### src/hw/rtl/sensor_packet_deframer_top_macros.svh
// ----------------------------------------------------------------------------
// Sensor packet deframer assertion macros
// Concurrent assertion wrappers; empty when SYNTH is defined.
// ----------------------------------------------------------------------------
`ifndef SENSOR_PACKET_DEFRAMER_TOP_MACROS_SVH
`define SENSOR_PACKET_DEFRAMER_TOP_MACROS_SVH

`ifndef SYNTH
// Checked on every clk edge outside reset.
`define SPD_ASSERT(lbl, prop, msg) \
  lbl: assert property (@(posedge clk) disable iff (!rst_n) (prop)) else $error(msg);
// Checked on every clk edge outside reset whose previous edge was also outside reset.
`define SPD_ASSERT_POST_RST(lbl, prop, msg) \
  lbl: assert property (@(posedge clk) disable iff (!rst_n) $past(rst_n) |-> (prop)) \
    else $error(msg);
`else
`define SPD_ASSERT(lbl, prop, msg)
`define SPD_ASSERT_POST_RST(lbl, prop, msg)
`endif

`endif

### src/hw/rtl/spd_pkg.sv
// ----------------------------------------------------------------------------
// Sensor packet deframer package
// Shared constants, result status codes and sequencer states.
// ----------------------------------------------------------------------------
package spd_pkg;

  localparam int BUFFER_BYTES = 64;
  localparam int RECORD_BYTES = 3;

  localparam logic [7:0] START_MARKER_RST = 8'hFA;

  typedef enum logic [2:0] {
    ST_RECORD     = 3'd0,
    ST_EMPTY_OK   = 3'd1,
    ST_BAD_MARKER = 3'd2,
    ST_BAD_SUM    = 3'd3,
    ST_BAD_LENGTH = 3'd4,
    ST_OVERFLOW   = 3'd5
  } status_t;

  typedef enum logic [1:0] {
    S_IDLE,
    S_READ,
    S_CAPTURE,
    S_EMIT
  } state_t;

endpackage

### src/hw/rtl/spd_buf.sv
// ----------------------------------------------------------------------------
// Sensor packet deframer byte buffer
// Single-port-write, single-port-read memory with registered read data.
// ----------------------------------------------------------------------------
module spd_buf #(
  parameter int Depth = spd_pkg::BUFFER_BYTES,
  localparam int AddrW = (Depth > 1) ? $clog2(Depth) : 1
) (
  input  logic             clk,
  input  logic             wr_en,
  input  logic [AddrW-1:0] wr_addr,
  input  logic [7:0]       wr_data,
  input  logic             rd_en,
  input  logic [AddrW-1:0] rd_addr,
  output logic [7:0]       rd_data
);

  logic [7:0] mem [Depth];
  logic [7:0] rd_data_r;

  always_ff @(posedge clk) begin
    if (wr_en) begin
      mem[wr_addr] <= wr_data;
    end
  end

  always_ff @(posedge clk) begin
    if (rd_en) begin
      rd_data_r <= mem[rd_addr];
    end
  end

  assign rd_data = rd_data_r;

endmodule

### src/hw/rtl/sensor_packet_deframer_top.sv
// ----------------------------------------------------------------------------
// Sensor packet deframer
// Buffers one radio packet, checks marker, length and XOR checksum on the
// last byte, then emits one result per record or one status result.
// ----------------------------------------------------------------------------
//
//  channel | direction | handshake        | payload
//  --------+-----------+------------------+------------------------------------
//  in_     | input     | in_valid/stall   | data_byte, last_byte, signal_strength
//  out_    | output    | out_valid/stall  | status, record_strength,
//          |           |                  | record_byte0..2, final_result
//  cfg_    | input     | cfg_wr_en        | cfg_wr_data (start marker)
//
//  Sequencing: a non-last byte and a failing or empty packet are taken while
//  the sequencer stays idle. A good packet stalls the input for a record walk:
//  per record, K = min(RecordBytes, 3) bytes come through the single read port
//  of the buffer, one read/capture pair each, then S_EMIT loads the output.
//  Reset: synchronous, active low; clears counters, sequencer and output
//  valid, and restores the start marker to 0xFA. The buffer itself is not
//  cleared; entries are only read after being written in the same packet.
//  Stalls: results sit in one output register. The input is stalled during
//  a record walk and whenever a result waits under out_stall, so every byte,
//  last or not, needs a free output slot to transfer.
//
// ----------------------------------------------------------------------------
`include "sensor_packet_deframer_top_macros.svh"

module sensor_packet_deframer_top #(
  parameter int BufferBytes = spd_pkg::BUFFER_BYTES,
  parameter int RecordBytes = spd_pkg::RECORD_BYTES
) (
  input  logic              clk,
  input  logic              rst_n,

  input  logic              in_valid,
  output logic              in_stall,
  input  logic [7:0]        in_data_byte,
  input  logic              in_last_byte,
  input  logic signed [7:0] in_signal_strength,

  output logic              out_valid,
  input  logic              out_stall,
  output logic [2:0]        out_status,
  output logic signed [7:0] out_record_strength,
  output logic [7:0]        out_record_byte0,
  output logic [7:0]        out_record_byte1,
  output logic [7:0]        out_record_byte2,
  output logic              out_final_result,

  input  logic              cfg_wr_en,
  input  logic [7:0]        cfg_wr_data
);

  // Address width of the buffer, count width able to hold BufferBytes itself.
  localparam int AW   = (BufferBytes > 1) ? $clog2(BufferBytes) : 1;
  localparam int CW   = $clog2(BufferBytes + 1);
  // Width of count*RecordBytes + 2 for any count byte.
  localparam int NW   = 8 + $clog2(RecordBytes + 1) + 1;
  // Record bytes that reach the output.
  localparam int Keep = (RecordBytes < 3) ? RecordBytes : 3;

  // --------------------------------------------------------------------------
  // State
  // --------------------------------------------------------------------------
  spd_pkg::state_t  state_r, state_nxt;

  logic [7:0]       start_marker_r, start_marker_nxt;
  logic [CW-1:0]    byte_count_r, byte_count_nxt;
  logic [7:0]       running_xor_r, running_xor_nxt;
  logic             overflowed_r, overflowed_nxt;
  // Copies of the first two bytes so the checks need no buffer read.
  logic [7:0]       marker_byte_r, marker_byte_nxt;
  logic [7:0]       count_byte_r, count_byte_nxt;

  // Record walk
  logic [7:0]       rec_left_r, rec_left_nxt;
  logic [CW-1:0]    base_r, base_nxt;
  logic [1:0]       pos_r, pos_nxt;
  logic [7:0]       rec_r [3];
  logic [7:0]       rec_nxt [3];
  logic signed [7:0] strength_r, strength_nxt;

  // Output register
  logic             out_valid_r, out_valid_nxt;
  spd_pkg::status_t out_status_r, out_status_nxt;
  logic signed [7:0] out_strength_r, out_strength_nxt;
  logic [7:0]       out_b0_r, out_b0_nxt;
  logic [7:0]       out_b1_r, out_b1_nxt;
  logic [7:0]       out_b2_r, out_b2_nxt;
  logic             out_final_r, out_final_nxt;

  // --------------------------------------------------------------------------
  // Buffer
  // --------------------------------------------------------------------------
  logic             wr_en;
  logic [AW-1:0]    wr_addr;
  logic             rd_en;
  logic [CW-1:0]    rd_ptr;
  logic [7:0]       rd_data;

  spd_buf #(
    .Depth (BufferBytes)
  ) u_buf (
    .clk     (clk),
    .wr_en   (wr_en),
    .wr_addr (wr_addr),
    .wr_data (in_data_byte),
    .rd_en   (rd_en),
    .rd_addr (rd_ptr[AW-1:0]),
    .rd_data (rd_data)
  );

  // --------------------------------------------------------------------------
  // Handshake
  // --------------------------------------------------------------------------
  logic out_free;
  logic in_xfer;
  logic has_room;

  assign out_free = !out_valid_r || !out_stall;
  assign in_stall = !((state_r == spd_pkg::S_IDLE) && out_free);
  assign in_xfer  = in_valid && !in_stall;
  assign has_room = byte_count_r < CW'(BufferBytes);

  assign wr_en   = in_xfer && !in_last_byte && has_room;
  assign wr_addr = byte_count_r[AW-1:0];
  assign rd_ptr  = base_r + CW'(pos_r);
  assign rd_en   = (state_r == spd_pkg::S_READ);

  // --------------------------------------------------------------------------
  // Packet check on the last byte. Order matters: overflow, marker, length,
  // checksum, then empty versus records.
  // --------------------------------------------------------------------------
  logic [NW-1:0]    need_len;
  spd_pkg::status_t pkt_status;

  assign need_len = NW'(count_byte_r) * NW'(RecordBytes) + NW'(2);

  always_comb begin
    priority if (overflowed_r) begin
      pkt_status = spd_pkg::ST_OVERFLOW;
    end else if (byte_count_r == '0 || marker_byte_r != start_marker_r) begin
      pkt_status = spd_pkg::ST_BAD_MARKER;
    end else if (byte_count_r < CW'(2)) begin
      pkt_status = spd_pkg::ST_BAD_LENGTH;
    end else if (need_len != NW'(byte_count_r)) begin
      pkt_status = spd_pkg::ST_BAD_LENGTH;
    end else if (running_xor_r != in_data_byte) begin
      pkt_status = spd_pkg::ST_BAD_SUM;
    end else if (count_byte_r == '0) begin
      pkt_status = spd_pkg::ST_EMPTY_OK;
    end else begin
      pkt_status = spd_pkg::ST_RECORD;
    end
  end

  logic walk_start;
  assign walk_start = in_xfer && in_last_byte && (pkt_status == spd_pkg::ST_RECORD);

  // --------------------------------------------------------------------------
  // Sequencer: next state
  // --------------------------------------------------------------------------
  always_comb begin
    state_nxt = state_r;
    unique case (state_r)
      spd_pkg::S_IDLE: begin
        if (walk_start) begin
          state_nxt = spd_pkg::S_READ;
        end
      end
      spd_pkg::S_READ: begin
        state_nxt = spd_pkg::S_CAPTURE;
      end
      spd_pkg::S_CAPTURE: begin
        if (pos_r == 2'(Keep - 1)) begin
          state_nxt = spd_pkg::S_EMIT;
        end else begin
          state_nxt = spd_pkg::S_READ;
        end
      end
      spd_pkg::S_EMIT: begin
        if (out_free) begin
          state_nxt = (rec_left_r == 8'd1) ? spd_pkg::S_IDLE : spd_pkg::S_READ;
        end
      end
      default: state_nxt = spd_pkg::S_IDLE;
    endcase
  end

  // --------------------------------------------------------------------------
  // Sequencer: datapath and outputs
  // --------------------------------------------------------------------------
  always_comb begin
    start_marker_nxt = cfg_wr_en ? cfg_wr_data : start_marker_r;
    byte_count_nxt   = byte_count_r;
    running_xor_nxt  = running_xor_r;
    overflowed_nxt   = overflowed_r;
    marker_byte_nxt  = marker_byte_r;
    count_byte_nxt   = count_byte_r;
    rec_left_nxt     = rec_left_r;
    base_nxt         = base_r;
    pos_nxt          = pos_r;
    rec_nxt          = rec_r;
    strength_nxt     = strength_r;

    out_valid_nxt    = out_valid_r && out_stall;
    out_status_nxt   = out_status_r;
    out_strength_nxt = out_strength_r;
    out_b0_nxt       = out_b0_r;
    out_b1_nxt       = out_b1_r;
    out_b2_nxt       = out_b2_r;
    out_final_nxt    = out_final_r;

    unique case (state_r)
      spd_pkg::S_IDLE: begin
        if (in_xfer && !in_last_byte) begin
          if (has_room) begin
            byte_count_nxt = byte_count_r + CW'(1);
            if (byte_count_r == CW'(0)) begin
              marker_byte_nxt = in_data_byte;
            end
            if (byte_count_r == CW'(1)) begin
              count_byte_nxt = in_data_byte;
            end
          end else begin
            overflowed_nxt = 1'b1;
          end
          running_xor_nxt = running_xor_r ^ in_data_byte;
        end else if (in_xfer) begin
          // Last byte: the packet is settled, counters clear for the next.
          byte_count_nxt  = '0;
          running_xor_nxt = '0;
          overflowed_nxt  = 1'b0;
          if (walk_start) begin
            rec_left_nxt = count_byte_r;
            base_nxt     = CW'(2);
            pos_nxt      = '0;
            strength_nxt = in_signal_strength;
            for (int k = 0; k < 3; k++) begin
              rec_nxt[k] = '0;
            end
          end else begin
            out_valid_nxt    = 1'b1;
            out_status_nxt   = pkt_status;
            out_strength_nxt = '0;
            out_b0_nxt       = '0;
            out_b1_nxt       = '0;
            out_b2_nxt       = '0;
            out_final_nxt    = 1'b1;
          end
        end
      end
      spd_pkg::S_READ: begin
        // read issued at rd_ptr
      end
      spd_pkg::S_CAPTURE: begin
        rec_nxt[pos_r] = rd_data;
        if (pos_r != 2'(Keep - 1)) begin
          pos_nxt = pos_r + 2'd1;
        end
      end
      spd_pkg::S_EMIT: begin
        if (out_free) begin
          out_valid_nxt    = 1'b1;
          out_status_nxt   = spd_pkg::ST_RECORD;
          out_strength_nxt = strength_r;
          out_b0_nxt       = rec_r[0];
          out_b1_nxt       = rec_r[1];
          out_b2_nxt       = rec_r[2];
          out_final_nxt    = (rec_left_r == 8'd1);
          rec_left_nxt     = rec_left_r - 8'd1;
          base_nxt         = base_r + CW'(RecordBytes);
          pos_nxt          = '0;
        end
      end
      default: begin
      end
    endcase
  end

  // --------------------------------------------------------------------------
  // Registers
  // --------------------------------------------------------------------------
  always_ff @(posedge clk) begin
    if (!rst_n) begin
      state_r        <= spd_pkg::S_IDLE;
      start_marker_r <= spd_pkg::START_MARKER_RST;
      byte_count_r   <= '0;
      running_xor_r  <= '0;
      overflowed_r   <= 1'b0;
      rec_left_r     <= '0;
      out_valid_r    <= 1'b0;
    end else begin
      state_r        <= state_nxt;
      start_marker_r <= start_marker_nxt;
      byte_count_r   <= byte_count_nxt;
      running_xor_r  <= running_xor_nxt;
      overflowed_r   <= overflowed_nxt;
      rec_left_r     <= rec_left_nxt;
      out_valid_r    <= out_valid_nxt;
    end
  end

  always_ff @(posedge clk) begin
    marker_byte_r  <= marker_byte_nxt;
    count_byte_r   <= count_byte_nxt;
    base_r         <= base_nxt;
    pos_r          <= pos_nxt;
    rec_r          <= rec_nxt;
    strength_r     <= strength_nxt;
    out_status_r   <= out_status_nxt;
    out_strength_r <= out_strength_nxt;
    out_b0_r       <= out_b0_nxt;
    out_b1_r       <= out_b1_nxt;
    out_b2_r       <= out_b2_nxt;
    out_final_r    <= out_final_nxt;
  end

  assign out_valid           = out_valid_r;
  assign out_status          = out_status_r;
  assign out_record_strength = out_strength_r;
  assign out_record_byte0    = out_b0_r;
  assign out_record_byte1    = out_b1_r;
  assign out_record_byte2    = out_b2_r;
  assign out_final_result    = out_final_r;

  // --------------------------------------------------------------------------
  // Assertions
  // --------------------------------------------------------------------------
  `SPD_ASSERT(a_count_bound, byte_count_r <= CW'(BufferBytes), "byte count past buffer size")
  `SPD_ASSERT(a_walk_has_records, state_r != spd_pkg::S_IDLE |-> rec_left_r != 8'd0, "record walk with no records left")
  `SPD_ASSERT(a_more_records, out_valid && !out_stall && out_status_r == spd_pkg::ST_RECORD && !out_final_r |-> state_r != spd_pkg::S_IDLE, "non-final record transfer with walk finished")
  `SPD_ASSERT_POST_RST(a_walk_in_buffer, state_r == spd_pkg::S_READ |-> rd_ptr < CW'(BufferBytes), "record read past buffer")

endmodule

### config.mk
export PLATFORM = sky130hd
export DESIGN_NAME = sensor_packet_deframer_top
export DESIGN_NICKNAME = d
export VERILOG_FILES = /design/src/hw/rtl/spd_pkg.sv /design/src/hw/rtl/spd_buf.sv /design/src/hw/rtl/sensor_packet_deframer_top.sv
export VERILOG_INCLUDE_DIRS = /design/src /design/src/hw/rtl
export SDC_FILE = /design/constraint.sdc
export NUM_CORES = 1
export LEC_CHECK = 0
export BUFFER_PORTS_ARGS = -buffer_cell sky130_fd_sc_hd__buf_2
export CAP_MARGIN = 20
export CORE_UTILIZATION = 55
export DETAILED_ROUTE_END_ITERATION = 7
export PLACE_DENSITY = 0.68
export RECOVER_POWER = 100
export SLEW_MARGIN = 10
export SYNTH_ARGS = -nofsm -noshare
export SYNTH_HDL_FRONTEND = slang
export SYNTH_HIERARCHICAL = 1
export SYNTH_SLANG_ARGS = --single-unit
### constraint.sdc
create_clock -name clk -period 4.25 [get_ports clk]
set_input_delay 1.0625 -clock clk [delete_from_list [all_inputs] [get_ports clk]]
set_output_delay 1.0625 -clock clk [all_outputs]
set_load 0.02 [all_outputs]
# Word level (Yosys, flattened, before mapping)
# Memories as Yosys holds them, arrays and structs flattened. A register that Yosys moved wholly into a read port is not among the register bits.
# Cells that the tools add are included.
[word_totals] reg_bits=128 ram_bits=512 inputBits=30 output_inout_bits=38 word_cells=157 mem_count=1
[op_classes] addsub=6 n_mul=1 n_lt_le_gt_ge=4 n_eq_ne=18 n_mux=70 bitwise_logic=3 n_reduce_logical=33
[memory_table] name="u_buf.mem" words=64 width=8 read_ports=1 rd_clocked_by_memory_dff=1 wr=1 line="spd_buf.sv:18" text="logic [7:0] mem [Depth];"
[ops] cell="8-bit two-way mux" count=14
[ops] cell="8-bit case mux with 2 select lines" count=5
[ops] cell="24-bit two-way mux" count=3
[ops] cell="7-bit two-way mux" count=7
[ops] cell="24-bit case mux with 2 select lines" count=1
[ops] cell="24-bit bitwise mux" count=1
[ops] cell="3-bit two-way mux" count=8
[ops] cell="2-bit two-way mux" count=9
[ops] cell="2-bit != test (second input constant)" count=9
[ops] cell="8-bit demux with 2-bit select" count=1
[ops] cell="8-bit != test" count=2
[ops] cell="4-bit AND reduction" count=4
[ops] cell="1-bit two-way mux" count=15
[ops] cell="7-bit case mux with 2 select lines" count=1
[ops] cell="10-bit by 2-bit adder with 11-bit output (second input constant)" count=1
[ops] cell="11-bit by 7-bit != test with 1-bit output" count=1
[ops] cell="8-bit by 2-bit multiplier with 10-bit output (second input constant)" count=1
[ops] cell="5-bit AND reduction" count=2
[ops] cell="8-bit by 1-bit equality test with 1-bit output (second input constant)" count=1
[ops] cell="1-bit logical AND" count=8
[ops] cell="8-bit zero test" count=1
[ops] cell="2-bit case mux with 4 select lines" count=1
[ops] cell="8-bit by 1-bit subtractor with 8-bit output (second input constant)" count=1
[ops] cell="8-bit XOR" count=1
[ops] cell="other kinds (26)" count=37

# Depth between registers and ports, before layout
# Gate-level depths: netlist of run 1.
[depth] depth_word=13 ltp_mapped=14 ltp_nobuf=14

# By module
# The synthesis of run 1 kept the hierarchy.
[by_module_without_submodules] module="spd_buf" n_inst=1 cells_each=972 area_each_um2=20270.7 seq_area_each_um2=15615.0
[by_module_without_submodules] module="sensor_packet_deframer_top" n_inst=1 cells_each=539 area_each_um2=6183.4 seq_area_each_um2=3463.3

# Worst setup path after synthesis of run 1
# Ideal clock, no wire load.
[synth_timing] path_kind="flip-flop to flip-flop" start="reg count_byte_r[2]" end="reg rec_r[0] (netlist bit), enable pin" setup_time_ns=0.438 t_arrival_ns=3.237 required_time_ns=3.812 setup_slack_ns=0.574 path_stages_with_launch=11 path_buffers=0 synth_period_minus_slack_ns=3.676 path_cell_list="edfxtp_1 -> ha_1 -> ha_1 -> inv_1 -> fa_1 -> xor2_1 -> nand4_1 -> a211o_1 -> a311oi_4 -> nand2_1 -> o21ai_0"
[synth_via] elab_chain_len=11 word_cells_on_any_way=14 classes_between="1 x add/sub; 1 x mul; 2 x eq/ne; 6 x mux; 4 x reduce/logical"
[synth_rtl] element="start: declaration" line="sensor_packet_deframer_top.sv:73" text="logic [7:0] count_byte_r, count_byte_nxt;"
[synth_rtl] element="start signal: assignment" line="sensor_packet_deframer_top.sv:306" text="count_byte_r <= count_byte_nxt;"
[synth_rtl] element="8-bit by 2-bit multiplier with 10-bit output / 8-bit zero test (equally long branches)" line="sensor_packet_deframer_top.sv:137, sensor_packet_deframer_top.sv:150"
[synth_rtl] element="10-bit by 2-bit adder with 11-bit output / 1-bit two-way mux (equally long branches)" line="sensor_packet_deframer_top.sv:137, sensor_packet_deframer_top.sv:150"
[synth_rtl] element="11-bit by 7-bit != test with 1-bit output / 2-bit two-way mux (equally long branches)" line="sensor_packet_deframer_top.sv:146, sensor_packet_deframer_top.sv:148"
[synth_rtl] element="3-bit two-way mux (*)" line="sensor_packet_deframer_top.sv:146" text="end else if (need_len != NW'(byte_count_r)) begin"
[synth_rtl] element="3-bit two-way mux (*)" line="sensor_packet_deframer_top.sv:144" text="end else if (byte_count_r < CW'(2)) begin"
[synth_rtl] element="3-bit two-way mux (*)" line="sensor_packet_deframer_top.sv:142" text="end else if (byte_count_r == '0 || marker_byte_r != start_marker_r) begin"
[synth_rtl] element="3-bit two-way mux (*)" line="sensor_packet_deframer_top.sv:140" text="priority if (overflowed_r) begin"
[synth_rtl] element="3-bit zero test (*)" line="sensor_packet_deframer_top.sv:158" text="assign walk_start = in_xfer && in_last_byte && (pkt_status == spd_pkg::ST_RECORD);"
[synth_rtl] element="1-bit logical AND (*)" line="sensor_packet_deframer_top.sv:158"
[synth_rtl] element="2-bit != test (no source line) (*)"
[synth_rtl] element="4-bit AND reduction (no source line) (*)"
[synth_rtl] element="end signal: assignment" line="sensor_packet_deframer_top.sv:309" text="rec_r <= rec_nxt;"
[synth_rtl] element="end: declaration" line="sensor_packet_deframer_top.sv:79" text="logic [7:0] rec_r [3];"
# Mark *: on every way between the ends. The rest lies on a longest branch, timed or not.
# A chain may end at the register's enable or synchronous reset.

# Final worst setup path of run 1
[layout_timing] start="reg base_r[0]" end="reg u_buf.rd_data_r[5], in the netlist u_buf/rd_data[5] (read register of u_buf.mem), data pin"
[layout_via] elab_chain_len=1
[layout_rtl] element="start: declaration" line="sensor_packet_deframer_top.sv:77" text="logic [CW-1:0] base_r, base_nxt;"
[layout_rtl] element="start signal: assignment" line="sensor_packet_deframer_top.sv:307" text="base_r <= base_nxt;"
[layout_rtl] element="6-bit by 2-bit adder with 6-bit output" line="sensor_packet_deframer_top.sv:127" text="assign rd_ptr = base_r + CW'(pos_r);"
[layout_rtl] element="net rd_ptr[1]" line="sensor_packet_deframer_top.sv:98" text="logic [CW-1:0] rd_ptr;"
[layout_rtl] element="end: declaration" line="spd_buf.sv:19" text="logic [7:0] rd_data_r;"
# The timed path passes the listed nets, and every way through them passes these cells.

==> run metrics, run 1 <==
Total Routing Usage GR 25.7%; most common cell after layout, fill and taps aside edfxtp_1; post-CTS setup buffer count 0; Die Span Y 221 µm; critical path launch point type register; FMAX 265 MHz; Gate power share 23.0%; Layout area overhead 12.5%; number of flops mapped to enable cells by yosys 612; worst-skew pair later-pin latency 0.59 ns; PD cells 564 mW/mm²; ANT nets after route 0; sw frac 28.3%; final layout net count 1740; fraction of the cycle the final worst path needs 88.7%; main area contributors after synthesis edfxtp_1, mux4_2, dfxtp_1, nor2_1, mux2i_1; fraction of layout cells with a size suffix above 1 16.5%; # IOs 68; vias in the first global route 14500; biggest regs u_buf/mem x512, rec_r x24; grt ovf 0; top cell type by total area after synthesis edfxtp_1; largest net degree at the start of global routing 69; CTS tree yes; Yosys cell types 71; Clk pin slew, worst setup/hold paths 0.06 ns; final setup TNS 0 ns; Core ar. 0.0470 mm²; port bufs 67; Data required, critical path 4.57 ns; Worst Setup End Kind register; die width 221 µm; Post-CTS Resized 0; Syn Nets 1575; placed instance count 2214; Worst VDD drop 279 µV; clk_skew 0.0196 ns; Static Leak 9.65 nW; sequential share of power 43.6%; global-route wire length before repair 92.5 mm; Cell Rows 79; P_sw 0.00476 W; Final WS setup 0.479 ns; unrepaired setup endpoints after global routing no; status finished with violations; RePlAce Congestion 0.897; Synth Register Bits 647; total CTS buffers 67; DP HPWL 39.5 mm; max reg flops 512; diodes inserted 0; Detailed Route WL 61.1 mm; wire per inst 26.2 µm; FFs w/ async S/R, synth 0%; final core utilization 63.4%; Top reg by flops u_buf/mem; dominant synthesized flop cell edfxtp_1; number of setup violations in the final report 0; endpoints failing hold 0; CTS H-Tree Depth 3; normalized max-slew margin -112%; Clk network pwr share 33.4%; Min-Delay Path Class reg2reg; initial antenna violation count 1; synthesized cell area 0.0265 mm²; drt drc 0; Mapped Cells 1511; DRT Pass-1 Iters 6; die area 0.0490 mm²; hold buffers post-CTS 0; critical path type reg2reg; Clock Tree Buf Depth 3; violated checks capacitance limit, slew limit; top cell type's share of synthesized area 69.5%; syn avg cell area 17.5 µm²; most frequent cells in the layout edfxtp_1, nor2_1, clkbuf_1, mux4_2, clkbuf_16; Tightest Pin Transition 3.17 ns; CTS root buffer clkbuf_16; Initial Util 56.3%; # clock sinks 647; crit path DAT 4.09 ns; Final Non-Filler Cells 2332; Ys Warns 6; internal power 0.0120 W; register area share after synthesis 72.1%; Slew Limit Fails 290; vias 14600; vias per cell 6.27; violation count after the first detailed-route iteration 1584; Worst Path Max Fanout 29; fin crit period 3.77 ns; maxcap violations 6; pre-CTS WS 0.321 ns
[Yosys cell counts (12+ instances only)]
cell      number
edfxtp_1     612
nor2_1       158
mux4_2       124
mux2i_1       51
nand2_1       50
clkbuf_1      42
dfxtp_1       35
and2_1        33
ha_1          32
inv_1         32
xor2_1        29
nand3_1       26
o21ai_0       26
a21oi_1       22
o22ai_1       22
buf_2         15
nand3b_1      15
nand4_1       15
nor2b_1       12
[routing by layer]
metal  GRT usage (%)  wire (µm)  part of all wire, %  up-vias
li1                -          -                    -     6299
met5               0          0                    0        -
met3            5.51       5480                  9.0      107
met2            39.8      28700                   47      709
met1            35.8      25000                   41     7518
met4            10.1       1990                  3.3        0
[cells by family after synthesis]
kind of cell / after synthesis / synth area share (%)
muxes: 176 / 12.5
and+or+nand+nor: 360 / 6.52
buffers and inverters: 112 / 2.02
adders and majority gates: 34 / 1.66
AOI/OAI and AO/OA: 147 / 3.98
xor gates and xnor gates: 35 / 1.16
DFF: 647 / 72.1
[final timing paths]
| check | cells after the start | slack [ns] | end | startpoint |
|---|---|---|---|---|
| setup reg to reg | 10 | 0.48 | u_buf/rd_data[5] | base_r[0] |
| hold reg to reg | 2 | 0.48 | rec_left_r[5] | rec_left_r[5] |
| hold / removal | 2 | 0.48 | rec_left_r[5] | rec_left_r[5] |
| setup / recovery | 10 | 0.48 | u_buf/rd_data[5] | base_r[0] |
[cell type report]
type                    instances  area [µm²]
clock buffers                  82        1780
clock inverters                36         305
fillers                      3326       17200
inverters                      36         136
multi-input cells             752        6880
flip-flops and latches        647       19100
well taps                     607         759
repair buffers                172         816
[power groups by stage]
stage	sequential (W)	combinational [W]	clock, W
after floorplan	0.00742	0.00266	0
after global placement	0.00744	0.00383	0
after detailed placement	0.00744	0.00386	0
after CTS	0.00731	0.00388	0.00571
after global routing	0.00733	0.00409	0.00596
final	0.00732	0.00386	0.00560
[through the flow]
step	hold WS (ns)	power (W)	area [µm²]
floorplan	0.450	0.0101	26500
global placement	0.465	0.0113	28000
detailed placement	0.468	0.0113	28100
CTS	0.478	0.0169	30100
global route	0.504	0.0174	29700
finish	0.476	0.0168	29700
[critical path, cell delays in order (launching register included)]
cell      delay (ns)
edfxtp_1        0.47
ha_4            0.20
inv_1           0.06
fa_1            0.44
inv_2           0.65
buf_4           0.45
mux4_2          0.36
o22ai_1         0.34
nor2_1          0.11
o21ai_0         0.29
nand3_1         0.13
No activity file was read; power rests on OpenSTA's default activity.
==> run 2, diff against run 1 <==
--- a/config.mk
+++ b/config.mk
@@ -13,5 +13,4 @@
 export PLACE_DENSITY = 0.68
 export RECOVER_POWER = 100
-export SLEW_MARGIN = 10
 export SYNTH_ARGS = -nofsm -noshare
 export SYNTH_HDL_FRONTEND = slang
==> constraint.sdc (replaced) <==
create_clock -name clk -period 4.6 [get_ports clk]
set_input_delay 0.92 -clock clk [delete_from_list [all_inputs] [get_ports clk]]
set_output_delay 0.92 -clock clk [all_outputs]
set_load 0.02 [all_outputs]
==> run metrics, run 2 (synthesis gave the netlist of run 1 again) <==
Cell Rows 79; DR top layer met4; max reg flops 512; fraction of the cycle the final worst path needs 89.2%; Setup crit start state_r[0]; worst-skew pair later-pin latency 0.60 ns; die area 0.0490 mm²; Data required, critical path 4.81 ns; wire per inst 27.3 µm; diodes inserted 0; Worst VDD drop 308 µV; initial antenna violation count 1; post-CTS setup buffer count 0; port bufs 67; DP HPWL 40.4 mm; total CTS buffers 67; Tightest Pin Transition 3.28 ns; Critical R2R Launch state_r[0]; Clk pin slew, worst setup/hold paths 0.06 ns; drt drc 0; Core ar. 0.0470 mm²; CP delay by family, top simple AND/OR/NAND/NOR gates; hold_ws 0.498 ns; violation count after the first detailed-route iteration 1805; CP max stage cell nor2_1; Top reg by flops u_buf/mem; fillers 3350; crit path DAT 4.32 ns; clk_skew 0.0189 ns; global-route wire length before repair 93.4 mm; Final Non-Filler Cells 2294; Buf+Inv Stages, Crit Path 4; placed instance count 2171; vias 14600; most common cell after layout, fill and taps aside edfxtp_1; normalized max-slew margin -118%; CTS root buffer clkbuf_16; status finished with violations; hold buffers post-CTS 0; vias in the first global route 14200; CP max stage delay 0.81 ns; critical path launch point type register; Static Leak 9.61 nW; Detailed Route WL 62.6 mm; final setup TNS 0 ns; # clock sinks 647; unrepaired setup endpoints after global routing no; RePlAce Congestion 0.954; Die Span Y 221 µm; FMAX 244 MHz; endpoints failing hold 0; Clock Tree Buf Depth 3; PD cells 528 mW/mm²; fraction of layout cells with a size suffix above 1 16.8%; Post-CTS Resized 0; critical path type reg2reg; Worst Setup End Kind register; number of setup violations in the final report 0; Design Power 0.0156 W; violated checks capacitance limit, slew limit; Total Routing Usage GR 26.0%; Slew Limit Fails 265; R2R setup slack 0.50 ns; grt ovf 0; biggest regs u_buf/mem x512, rec_r x24; final layout net count 1697; vias per cell 6.37; Reg area 0.0191 mm²; most frequent cells in the layout edfxtp_1, nor2_1, mux4_2, clkbuf_1, clkbuf_16; Min-Delay Path Class in2reg; Initial Util 56.3%; fin crit period 4.10 ns; M1 WL 26.2 mm; die width 221 µm; largest net degree at the start of global routing 69; ANT nets after route 0; # IOs 68; DRT Pass-1 Iters 7; routed wl met3 5.37 mm; Worst Path Max Fanout 12; met2 wire length 29.1 mm; worst hold start in_signal_strength[7]; maxcap violations 6; area of the multi-input gates 0.00686 mm²; CTS H-Tree Depth 3; critical path cell sequence inv_1 > ha_1 > nand3_1 > clkbuf_1 > nor2_1 > clkbuf_1 > and3_1 > inv_1 > or2_0 > nor2_1; CTS tree yes; Layout area overhead 11.9%
## run 2: cell types whose count changed in the layout (fill, tap and decap cells not counted), moves of 2 or more
cell | before | now
and2_0 | 9 | 7
and2_1 | 24 | 26
clkinv_4 | 0 | 2
clkinv_1 | 16 | 20
clkbuf_1 | 139 | 96
inv_6 | 2 | 4
clkinv_2 | 15 | 10
## run 2: layout make-up
class                   instances  share of cell area, %
clock inverters                41                   1.19
well taps                     607                   2.57
clock buffers                  82                   6.00
flip-flops and latches        647                   64.4
repair buffers                129                   2.18
inverters                      36                  0.469
multi-input cells             752                   23.2
## run 2: worst reg2reg max path: cells and delay by family, from the launching register on
| kind | cells | cell delay [ns] |
|---|---|---|
| simple gates | 5 | 2.05 |
| buf+inv | 4 | 0.92 |
| fa+ha+maj | 1 | 0.42 |
| flops | 1 | 0.34 |
## run 2: power breakdown
group | internal (W) | switching (W) | leakage [nW] | total [W]
Clock | 0.00305 | 0.00223 | 1.04 | 0.00528
Sequential | 0.00663 | 0.000122 | 5.79 | 0.00675
Combinational | 0.00144 | 0.00215 | 2.78 | 0.00359
Total | 0.0111 | 0.00450 | 9.61 | 0.0156
## run 2: final timing paths
kind	depth (start not counted)	to
setup / recovery	10	u_buf/mem[56][1]
hold / removal	1	strength_r[7]
hold reg to reg	2	running_xor_r[0]
setup reg to reg	10	u_buf/mem[56][1]
## run 2: per-stage QoR
step	area [µm²]	util, %	setup WS, ns
after detailed placement	27700	59.0	0.736
after floorplan	26500	-	0.924
after global placement	27700	59.0	0.800
after CTS	29900	63.6	0.918
after global routing	29600	63.1	0.356
final	29600	63.1	0.498
## run 2: metal layers
metal,vias up,global-route usage (%)
met5,-,0
met4,0,8.75
met3,122,4.24
met2,758,39.9
met1,7522,38.4
li1,6203,-
==> run 3, diff against run 2 <==
- RECOVER_POWER: 100 -> not set
- clock period: 4.6 -> 5.1 ns (I/O delays scaled with it)
==> run metrics, run 3 (synthesis gave the netlist of run 1 again) <==
status completed; Clock Tree Buf Depth 3; worst-skew pair later-pin latency 0.62 ns; Initial Util 56.3%; Detailed Route WL 62.5 mm; CTS root buffer clkbuf_16; die area 0.0490 mm²; fraction of layout cells with a size suffix above 1 22.1%; port bufs 67; Final WS setup 0.978 ns; sequential share of power 42.4%; critical path type reg2reg; diodes inserted 0; final layout net count 1675; Top reg by flops u_buf/mem; fin crit period 4.12 ns; hold_ws 0.490 ns; P_sw 0.00404 W; unrepaired setup endpoints after global routing no; most common cell after layout, fill and taps aside edfxtp_1; Worst VDD drop 291 µV; max reg flops 512; biggest regs u_buf/mem x512, rec_r x24; Core ar. 0.0470 mm²; internal power 0.0103 W; global-route wire length before repair 93.7 mm; Clk network pwr share 35.0%; sw frac 28.2%; hold buffers post-CTS 0; most frequent cells in the layout edfxtp_1, nor2_1, mux4_2, clkbuf_16, buf_2; clk_skew 0.0270 ns; # clock sinks 647; Design Power 0.0143 W; largest net degree at the start of global routing 69; Worst Setup End Kind register; post-CTS setup buffer count 0; DRT Pass-1 Iters 5; Post-CTS Resized 0; Total Routing Usage GR 26.4%; total CTS buffers 66; wire per inst 27.5 µm; Die Span Y 221 µm; violation count after the first detailed-route iteration 1916; drt drc 0; # IOs 68; RePlAce Congestion 0.975; hold path cells 2; FMAX 243 MHz; vias per cell 6.37; initial antenna violation count 0; Static Leak 9.85 nW; CTS tree yes; Gate power share 22.6%; final setup TNS 0 ns; endpoints failing hold 0; pre-CTS WS 0.749 ns; fillers 3263; Slew Limit Fails 0; crit path DAT 4.35 ns; CTS H-Tree Depth 3; die width 221 µm; ANT nets after route 0; Min-Delay Path Class reg2reg; Layout area overhead 12.7%; maxcap violations 0; Tightest Pin Transition 1.06 ns; Data required, critical path 5.33 ns; Worst Path Max Fanout 12; vias in the first global route 14200; worst reg-to-reg path cell count 9; PD cells 480 mW/mm²; Final Non-Filler Cells 2271; Cell Rows 79; Clk pin slew, worst setup/hold paths 0.06 ns; fraction of the cycle the final worst path needs 80.8%; grt ovf 0; number of setup violations in the final report 0; vias 14500; normalized max-slew margin 28.9%; DP HPWL 40.3 mm; critical path launch point type register; placed instance count 2150
==> run 3: path summary, 6_finish.rpt <==
kind / start / end / slack [ns]
max: state_r[0] / u_buf/mem[39][5] / 0.98
max reg2reg: state_r[0] / u_buf/mem[39][5] / 0.98
min reg2reg: rec_left_r[5] / rec_left_r[5] / 0.49
min: rec_left_r[5] / rec_left_r[5] / 0.49
==> run 3: cell type report <==
| class | instances | area [µm²] | share of cell area [%] |
|---|---|---|---|
| clock inverters | 39 | 470 | 1.58 |
| inverters | 36 | 139 | 0.466 |
| multi-input cells | 752 | 6900 | 23.1 |
| repair buffers | 108 | 668 | 2.24 |
| well taps | 607 | 759 | 2.55 |
| flip-flops and latches | 647 | 19100 | 64.0 |
| clock buffers | 82 | 1790 | 6.02 |
==> run 3: through the flow <==
step / utilization (%) / area (µm²)
2_1_floorplan: - / 26500
3_3_place_gp: 58.7 / 27500
3_5_place_dp: 58.7 / 27500
4_1_cts: 63.5 / 29800
5_1_grt: 63.5 / 29800
6_report: 63.5 / 29800
==> run 3: worst max-delay path, stage by stage (launching register included) <==
cell	delay, ns
dfxtp_1	0.34
inv_1	0.13
ha_1	0.45
nand3_1	0.44
nor2_1	0.58
and3_1	0.41
buf_4	0.21
nand2_1	0.06
or3_1	0.53
nor2_1	0.59
==> run 3: routing by layer <==
layer	global-route usage (%)	up-vias	share of wire [%]
met1	37.8	7337	41
met5	0	-	0
met2	39.8	823	46
li1	-	6169	-
met4	9.97	0	3.8
met3	6.08	147	9.3
==> run 3: power by group through the flow <==
stage          Combinational (W)  Clock, W  Sequential (W)
2_1_floorplan            0.00221         0         0.00619
3_3_place_gp             0.00316         0         0.00618
3_5_place_dp             0.00318         0         0.00618
4_1_cts                  0.00320   0.00507         0.00607
5_1_grt                  0.00342   0.00527         0.00608
6_report                 0.00324   0.00501         0.00607
